File: src/hw/rtl/irvb_pkg.sv
package irvb_pkg;

    localparam int FullSweepStepsDefault = 105;

    localparam logic [5:0] VolTop     = 6'd39;
    localparam logic [5:0] VolReset   = 6'd20;
    localparam logic [5:0] RightMax   = 6'd38;
    localparam logic [7:0] BalCenter  = 8'd100;

    localparam logic [31:0] CodeMute   = 32'h00ff_b24d;
    localparam logic [31:0] CodeMax    = 32'h00ff_6897;
    localparam logic [31:0] CodeUp     = 32'h00ff_7887;
    localparam logic [31:0] CodeDown   = 32'h00ff_50af;
    localparam logic [31:0] CodeStore  = 32'h00ff_32cd;
    localparam logic [31:0] CodeRepeat = 32'hffff_ffff;
    localparam logic [31:0] CodeBalUp  = 32'h00ff_e817;
    localparam logic [31:0] CodeBalMid = 32'h00ff_a857;
    localparam logic [31:0] CodeBalDn  = 32'h00ff_8877;

    typedef enum logic [2:0] {
        ACT_NONE       = 3'd0,
        ACT_SET        = 3'd1,
        ACT_SWEEP_ZERO = 3'd2,
        ACT_SWEEP_MAX  = 3'd3,
        ACT_STORE      = 3'd4
    } t_action;

    typedef enum logic [1:0] {
        REP_NONE = 2'd0,
        REP_UP   = 2'd1,
        REP_DOWN = 2'd2
    } t_repeat;

    typedef struct packed {
        logic [5:0] volume;
        logic [7:0] balance;
        t_repeat    repeatable;
    } t_state;

    // field order from lowest bit up: action, left, right, volume, balance
    typedef struct packed {
        logic [7:0] balance_now;
        logic [5:0] volume_now;
        logic [6:0] right_steps;
        logic [6:0] left_steps;
        t_action    action;
    } t_result;

    // up pulses for a volume index: full scale minus the log attenuation table
    function automatic logic [6:0] step_count(input logic [5:0] idx);
        logic [6:0] s;
        begin
            case (idx)
                6'd0:  s = 7'd0;   6'd1:  s = 7'd1;   6'd2:  s = 7'd2;
                6'd3:  s = 7'd3;   6'd4:  s = 7'd4;   6'd5:  s = 7'd5;
                6'd6:  s = 7'd6;   6'd7:  s = 7'd7;   6'd8:  s = 7'd8;
                6'd9:  s = 7'd9;   6'd10: s = 7'd10;  6'd11: s = 7'd11;
                6'd12: s = 7'd12;  6'd13: s = 7'd13;  6'd14: s = 7'd14;
                6'd15: s = 7'd15;  6'd16: s = 7'd16;  6'd17: s = 7'd17;
                6'd18: s = 7'd18;  6'd19: s = 7'd19;  6'd20: s = 7'd20;
                6'd21: s = 7'd23;  6'd22: s = 7'd25;  6'd23: s = 7'd28;
                6'd24: s = 7'd31;  6'd25: s = 7'd34;  6'd26: s = 7'd37;
                6'd27: s = 7'd41;  6'd28: s = 7'd44;  6'd29: s = 7'd48;
                6'd30: s = 7'd53;  6'd31: s = 7'd57;  6'd32: s = 7'd62;
                6'd33: s = 7'd68;  6'd34: s = 7'd73;  6'd35: s = 7'd79;
                6'd36: s = 7'd85;  6'd37: s = 7'd91;  6'd38: s = 7'd100;
                default: s = 7'd0;
            endcase
            step_count = s;
        end
    endfunction

endpackage

File: src/hw/rtl/ir_volume_balance_controller.sv
// Remote-control volume and balance controller for a pair of up/down pots.
// Slave channel: one beat per decoded 32-bit remote code (i_s_tdata).
// Master channel: one beat per code with the pot command: action, left and
// right pulse counts, and the volume index and balance offset after the code.
// Every accepted code produces exactly one result beat, unknown codes too
// (action none, state unchanged).
// Result path: input register, then the command decode into the result
// register. Throughput: one code per cycle unless the receiver stalls;
// the decode and table lookup sit in the single stage between the input
// and result registers, and the state registers update as a code moves
// into the result register.
// Reset (synchronous, active low): volume index 20, balance 100 (centered),
// nothing to repeat, both stages empty.
// Receiver stall: the result register holds its beat, the input register
// fills behind it, then o_s_tready drops until the master side drains.
module ir_volume_balance_controller
    import irvb_pkg::*;
#(
    parameter int FULL_SWEEP_STEPS = FullSweepStepsDefault
) (
    input  logic        i_clk,
    input  logic        i_rst_n,
    input  logic        i_s_tvalid,
    output logic        o_s_tready,
    input  logic [31:0] i_s_tdata,   // [31:0] ir_code
    output logic        o_m_tvalid,
    input  logic        i_m_tready,
    // [2:0] action, [9:3] left_steps, [16:10] right_steps,
    // [22:17] volume_now, [30:23] balance_now, [31] zero
    output logic [31:0] o_m_tdata
);

    logic        r_in_valid;
    logic [31:0] r_in_code;
    logic        r_out_valid;
    t_result     r_out;
    t_state      r_state;

    t_state      n_state;
    t_result     n_out;
    logic        out_free;
    logic        advance;
    logic        in_take;

    // result register frees when empty or its beat is taken this cycle
    assign out_free   = !r_out_valid || i_m_tready;
    assign advance    = r_in_valid && out_free;
    assign o_s_tready = !r_in_valid || advance;
    assign in_take    = i_s_tvalid && o_s_tready;

    irvb_cmd_core #(
        .FULL_SWEEP_STEPS(FULL_SWEEP_STEPS)
    ) u_core (
        .i_code  (r_in_code),
        .i_state (r_state),
        .o_state (n_state),
        .o_result(n_out)
    );

    // control and state
    always_ff @(posedge i_clk) begin
        if (!i_rst_n) begin
            r_in_valid         <= 1'b0;
            r_out_valid        <= 1'b0;
            r_state.volume     <= VolReset;
            r_state.balance    <= BalCenter;
            r_state.repeatable <= REP_NONE;
        end else begin
            if (o_s_tready) begin
                r_in_valid <= i_s_tvalid;
            end
            if (out_free) begin
                r_out_valid <= r_in_valid;
            end
            // commit the state only when the code moves on
            if (advance) begin
                r_state <= n_state;
            end
        end
    end

    // payload: load input on accept, result on advance
    always_ff @(posedge i_clk) begin
        if (in_take) begin
            r_in_code <= i_s_tdata;
        end
        if (advance) begin
            r_out <= n_out;
        end
    end

    assign o_m_tvalid = r_out_valid;
    assign o_m_tdata  = {1'b0, r_out};

endmodule

File: src/hw/rtl/irvb_cmd_core.sv
module irvb_cmd_core
    import irvb_pkg::*;
#(
    parameter int FULL_SWEEP_STEPS = FullSweepStepsDefault
) (
    input  logic [31:0] i_code,
    input  t_state      i_state,
    output t_state      o_state,
    output t_result     o_result
);

    localparam logic [6:0] SweepSteps = 7'(FULL_SWEEP_STEPS);

    t_state     nxt;
    logic       do_apply;
    t_action    act;
    logic [6:0] left_s;
    logic [6:0] right_s;
    logic [8:0] right_raw;
    logic [5:0] right_idx;

    // decode the button and move the state
    always_comb begin
        nxt      = i_state;
        do_apply = 1'b0;
        act      = ACT_NONE;
        left_s   = 7'd0;
        right_s  = 7'd0;
        case (i_code)
            CodeMute: begin
                nxt.repeatable = REP_NONE;
                nxt.volume     = 6'd0;
                act            = ACT_SWEEP_ZERO;
                left_s         = SweepSteps;
                right_s        = SweepSteps;
            end
            CodeMax: begin
                nxt.repeatable = REP_NONE;
                nxt.volume     = VolTop;
                act            = ACT_SWEEP_MAX;
                left_s         = SweepSteps;
                right_s        = SweepSteps;
            end
            CodeUp: begin
                nxt.repeatable = REP_UP;
                if (i_state.volume < VolTop) begin
                    nxt.volume = i_state.volume + 6'd1;
                    do_apply   = 1'b1;
                end
            end
            CodeDown: begin
                nxt.repeatable = REP_DOWN;
                if (i_state.volume != 6'd0) begin
                    nxt.volume = i_state.volume - 6'd1;
                    do_apply   = 1'b1;
                end
            end
            CodeStore: begin
                nxt.repeatable = REP_NONE;
                act            = ACT_STORE;
            end
            CodeBalUp: begin
                nxt.repeatable = REP_NONE;
                nxt.balance    = i_state.balance + 8'd1;
                do_apply       = 1'b1;
            end
            CodeBalDn: begin
                nxt.repeatable = REP_NONE;
                nxt.balance    = i_state.balance - 8'd1;
                do_apply       = 1'b1;
            end
            CodeBalMid: begin
                nxt.repeatable = REP_NONE;
                nxt.balance    = BalCenter;
                do_apply       = 1'b1;
            end
            CodeRepeat: begin
                if (i_state.repeatable == REP_UP && i_state.volume < VolTop) begin
                    nxt.volume = i_state.volume + 6'd1;
                    do_apply   = 1'b1;
                end else if (i_state.repeatable == REP_DOWN && i_state.volume != 6'd0) begin
                    nxt.volume = i_state.volume - 6'd1;
                    do_apply   = 1'b1;
                end
            end
            default: begin
            end
        endcase

        // right index: volume minus balance offset from center, clamped to the table
        right_raw = 9'({3'b000, nxt.volume}) + 9'(BalCenter) - 9'({1'b0, nxt.balance});
        if (right_raw[8]) begin
            right_idx = 6'd0;
        end else if (right_raw[7:0] > 8'(RightMax)) begin
            right_idx = RightMax;
        end else begin
            right_idx = right_raw[5:0];
        end

        // top of the range has no table entry: no pot command
        if (do_apply && nxt.volume < VolTop) begin
            act     = ACT_SET;
            left_s  = step_count(nxt.volume);
            right_s = step_count(right_idx);
        end
    end

    assign o_state              = nxt;
    assign o_result.action      = act;
    assign o_result.left_steps  = left_s;
    assign o_result.right_steps = right_s;
    assign o_result.volume_now  = nxt.volume;
    assign o_result.balance_now = nxt.balance;

endmodule

File: config.mk
export PLATFORM = sky130hd
export DESIGN_NAME = ir_volume_balance_controller
export DESIGN_NICKNAME = d
export VERILOG_FILES = /design/src/hw/rtl/irvb_pkg.sv /design/src/hw/rtl/ir_volume_balance_controller.sv /design/src/hw/rtl/irvb_cmd_core.sv
export SDC_FILE = /design/constraint.sdc
export NUM_CORES = 1
export LEC_CHECK = 0
export BUFFER_PORTS_ARGS = -buffer_cell sky130_fd_sc_hd__clkbuf_2
export CORE_ASPECT_RATIO = 0.75
export CORE_MARGIN = 8
export CORE_UTILIZATION = 50
export DETAILED_ROUTE_END_ITERATION = 6
export GPL_ROUTABILITY_DRIVEN = 0
export PLACE_DENSITY = 0.71
export SLEW_MARGIN = 20
export SYNTH_ARGS = -nofsm -noshare
export SYNTH_HDL_FRONTEND = slang
export SYNTH_SLANG_ARGS = --single-unit
File: constraint.sdc
create_clock -name i_clk -period 22.4 [get_ports i_clk]
set_input_delay 5.6 -clock i_clk [delete_from_list [all_inputs] [get_ports i_clk]]
set_output_delay 5.6 -clock i_clk [all_outputs]
set_load 0.03 [all_outputs]
# Word-level counts from Yosys, hierarchy flattened
# Memories as Yosys holds them, arrays and structs flattened.
# Index checks and enable logic that the tools add are counted.
# classes
n_reduce_logical	15
n_lt_le_gt_ge	3
mux	18
n_eq_ne	11
n_addsub	6
# op_table
op	n
$eq A32 B24 Y1 const B	8
$mux W6	6
$eq A32 B32 Y1 const B	1
$pmux W6 S5	1
$pmux W8 S3	1
$mux W7	3
$lt A6 B6 Y1 const B	2
$pmux W3 S3	1
$sub A9 B8 Y9	1
$add A6 B7 Y8 const B	1
$add A8 B1 Y8 const B	1
$gt A8 B6 Y1 const B	1
$sub A8 B1 Y8 const B	1
$add A6 B1 Y6 const B	1
$pmux W2 S3	1
$reduce_bool A6 Y1	1
$reduce_or A6 Y1	1
$sub A6 B1 Y6 const B	1
$logic_and A1 B1 Y1	5
$mux W1	4
$pmux W1 S4	1
$reduce_bool A3 Y1	1
$reduce_or A3 Y1	1
$eq A2 B1 Y1 const B	1
other kinds (5)	7
# totals
regBits	81
inputBits	36
out_inout_bits	34
memories	2
mem_bits_ro	896
elab_cells	66
# memory_table
name	words	word_bits	rd	rd_ports_with_merged_regs	write_ports	line_no	source
(name not given)	64	7	1	0	0	irvb_pkg.sv:53	case (idx)
(name not given)	64	7	1	0	0	irvb_pkg.sv:53	

# Depth between registers and ports, before layout
# An unclocked memory read counts as a cell.
# depth
word_depth	12
depth_mapped	29
mapped_depth_nobuf	27

# By module
# A second synthesis with hierarchy kept.
# hier_totals
cells_unflattened	568
hier_area_um2	5579.1
# modules_own_cells
module	cells_per_inst	seq_area_each_um2	area_per_inst_um2	instances
irvb_cmd_core	423	0.0	2924.1	1
ir_volume_balance_controller	145	2252.2	2655.0	1

# Worst setup path before layout
# OpenSTA, ideal clock, no wires.
# synth_timing
path_kind	input-to-output
startpoint	input i_m_tready
endpoint	output o_s_tready
required_time_ns	16.800
arrival_time_ns	6.004
setup_slack_ns	10.796
n_path_buf	0
stages	2
cell_sequence	nor2b_1 nand2_1
# synth_via
elab_chain_cells	3
# synth_lines
element	line_no	source
from (decl)	ir_volume_balance_controller.sv:27	input logic i_m_tready,
$logic_or A1 B1 Y1	ir_volume_balance_controller.sv:46	assign out_free = !r_out_valid || i_m_tready;
$logic_and A1 B1 Y1	ir_volume_balance_controller.sv:47	assign advance = r_in_valid && out_free;
$logic_or A1 B1 Y1	ir_volume_balance_controller.sv:48	assign o_s_tready = !r_in_valid || advance;
to (decl)	ir_volume_balance_controller.sv:24	output logic o_s_tready,
# No other way between the ends.

# Final worst setup path
# Same ends and word-level chain as after synthesis.

==> metrics <==
count of hold buffers inserted by post-cts repair=0; maximum clock frequency=85.0 MHz; Die Height=106 um; Post-CTS Resized=0; critical path launch point type=input port; cell with the largest stage delay on the worst path=sky130_fd_sc_hd__nor2b_1; number of buffers added by the clock tree synthesis step=9; violation count after the first detailed-routing iteration=635; I/O pin count=70; post-synthesis sequential element count=81; start point of the critical path=i_m_tready; cell row count=32; maximum number of pins on one net before global-route repair=49; final non-filler cell area=6090 sq um; initial core utilization=51.8%; final worst-path cycle share=52.5%; fin. max-slew vios=0; count of placed standard cells in the final layout, fillers left out=747; Crit. End Element=output pin; vias post-DR=4592; synthesized netlist net count=617; minimum period implied by the final worst setup slack=11.76 ns; instance count of the mapped netlist=545; number of synthesized flops with an enable pin=63; max incr delay on CP=0.20 ns; number of max-cap violations=0; Detailed Routing Iterations Pass 1=5; biggest area contributors in the synthesized netlist=sky130_fd_sc_hd__edfxtp_1, sky130_fd_sc_hd__ha_1, sky130_fd_sc_hd__dfxtp_1, sky130_fd_sc_hd__nand2_1, sky130_fd_sc_hd__nor2_1; Slew HR=28.7%; most frequently used cell type in the post-synthesis netlist=sky130_fd_sc_hd__edfxtp_1; area added between synthesis and finish=13.4%; endpoints failing hold=0; Post CTS Setup Buffer Count=0; sinks on the clock net=81; Final setup violation count=0; Total Nets Final=678; first-pass GRT wire length=21.9 mm; Post-synth top flop=sky130_fd_sc_hd__edfxtp_1; clock tree from TritonCTS=yes; overall die width=136 um; async set or reset register ratio after synthesis=0%; area taken by multi-input logic gates=2880 sq um; highest ir drop seen on vdd=0.0000419 V; Detail Placement HPWL=9.67 mm; initial antenna violation count=0; unrepaired setup endpoints after global routing=false; fillers=915; outcome=finished, final reports clean; overall routed net length=13.0 mm; sum of internal, switching and leakage power=422 uW; transition time at the pin with the least slew margin=1.06 ns; setup TNS=0 ns; total number of H-tree levels=3; hold crit path type=reg -> reg; WHS=0.516 ns; Routed WL per cell=17.4 um; Diodes inserted=0; via count of the first global-routing pass=4422; count of distinct cell types in the synthesized netlist=86; leading post-synthesis cells by instance count=sky130_fd_sc_hd__edfxtp_1, sky130_fd_sc_hd__nand2_1, sky130_fd_sc_hd__nor2_1; clock buffer depth=2; IO buf count=68; worst skew pair latency=0.33 ns; cell occurring most often along the worst timing path=sky130_fd_sc_hd__clkbuf_2; fraction of post-synthesis cell area in the top cell type by area=35.2%; global routing usage summed across all routing layers=18.6%; area used by sequential logic in the layout=2250 sq um; beginning of the worst register-to-register path=r_in_code[1]$_DFFE_PP_; largest area contributor in the netlist=sky130_fd_sc_hd__edfxtp_1; CTS clk-pin slew, worst paths=0.06 ns; cells traversed along the worst timing path=clkbuf_2, nor2b_1, nand2_1, clkbuf_2; number of warnings reported in the yosys synthesis log=0; part of the Yosys area used for sequential elements=41.9%; clock root buffer master=sky130_fd_sc_hd__clkbuf_16; endpoint arrival time on the critical path=6.16 ns; synthesized area per cell=9.86 sq um; number of remaining DRC errors=0; Placed Cells=731; post-route clock skew=0.00627 ns; post-placement cell area=5800 sq um; core area=10400 sq um; required time worst endpoint=16.80 ns; synthesized area=5370 sq um; maximum fanout along the worst path=4; detailed-route vias per instance=6.15; Pleak=0.00246 uW; Remaining Overflow, GRT=0; Worst Hold Launch=r_state[4]$_SDFFE_PN1P_; antenna violation net count after detailed routing=0; layout cells sized above 1=19.1%; total power per unit cell area=69.3 nW/um^2; Setup CP Type=in -> out; die footprint=14400 sq um
cell usage in the layout, fill, tap and decap left out, types with 9 or more instances in the layout:
| master | n |
|---|---|
| sky130_fd_sc_hd__o21a_1 | 12 |
| sky130_fd_sc_hd__edfxtp_1 | 63 |
| sky130_fd_sc_hd__dfxtp_1 | 18 |
| sky130_fd_sc_hd__clkbuf_2 | 68 |
| sky130_fd_sc_hd__inv_1 | 28 |
| sky130_fd_sc_hd__nand4_1 | 17 |
| sky130_fd_sc_hd__nand2_1 | 44 |
| sky130_fd_sc_hd__ha_1 | 34 |
| sky130_fd_sc_hd__nor2_1 | 36 |
| sky130_fd_sc_hd__nor4_1 | 14 |
| sky130_fd_sc_hd__o211ai_1 | 12 |
| sky130_fd_sc_hd__o21ai_0 | 18 |
| sky130_fd_sc_hd__clkbuf_16 | 9 |
| sky130_fd_sc_hd__o31ai_1 | 9 |
| sky130_fd_sc_hd__nand3_1 | 15 |
| sky130_fd_sc_hd__o211a_1 | 10 |
| sky130_fd_sc_hd__a21oi_1 | 22 |
| sky130_fd_sc_hd__nor3_1 | 14 |
per-layer routing:
layer | wire (um) | track usage (%)
met5 | 0 | 0
met4 | 131 | 4.43
met3 | 1070 | 5.08
met2 | 5760 | 28.2
met1 | 6070 | 25.8
critical path, delay by kind of cell:
kind                   cells  cell delay (ns)
AND/OR/NAND/NOR            2             0.30
buffers and inverters      2             0.27
state kept, by name, indices dropped and copies added, names as in the netlist:
name        count
o_m_tdata      31
o_m_tvalid      1
r_in_code      32
r_in_valid      1
r_state        16
where the power goes:
group          switching [uW]  total [uW]  internal, uW
Sequential               6.86         178           171
Combinational            61.8        99.4          37.6
Clock                    58.8         145          86.0
Total                     127         422           294
per-stage QoR:
step	utilization (%)	worst slack, ns
4_1_cts	58.7	10.64
3_3_place_gp	55.9	10.66
3_5_place_dp	55.9	10.64
2_1_floorplan	-	10.80
6_report	58.7	10.64
5_1_grt	58.7	10.56
layout make-up:
type	count	share of cell area (%)
Clock buffer	9	3.70
Clock inverter	7	1.17
Inverter	32	2.07
Multi-Input combinational cell	410	47.2
Sequential cell	81	37.0
Tap cell	136	2.79
Timing Repair Buffer	72	6.08
logic make-up after synthesis:
group	share of synthesized area [%]
other	0.0698
XOR/XNOR	2.12
multiplexers	1.35
AND/OR/NAND/NOR	21.4
buffers and inverters	4.54
adder cells (fa/ha/maj)	8.66
AO/OA/AOI/OAI	19.9
flip-flops	41.9
final timing paths:
| check | to | slack, ns | cells past startpoint |
|---|---|---|---|
| min | r_state[4]$_SDFFE_PN1P_ | 0.52 | 2 |
| max reg2reg | o_m_tdata[10]$_DFFE_PP_ | 14.94 | 22 |
| min reg2reg | r_state[4]$_SDFFE_PN1P_ | 0.52 | 2 |
| max | o_s_tready | 10.64 | 4 |
Power figures use the tool's default switching activity.
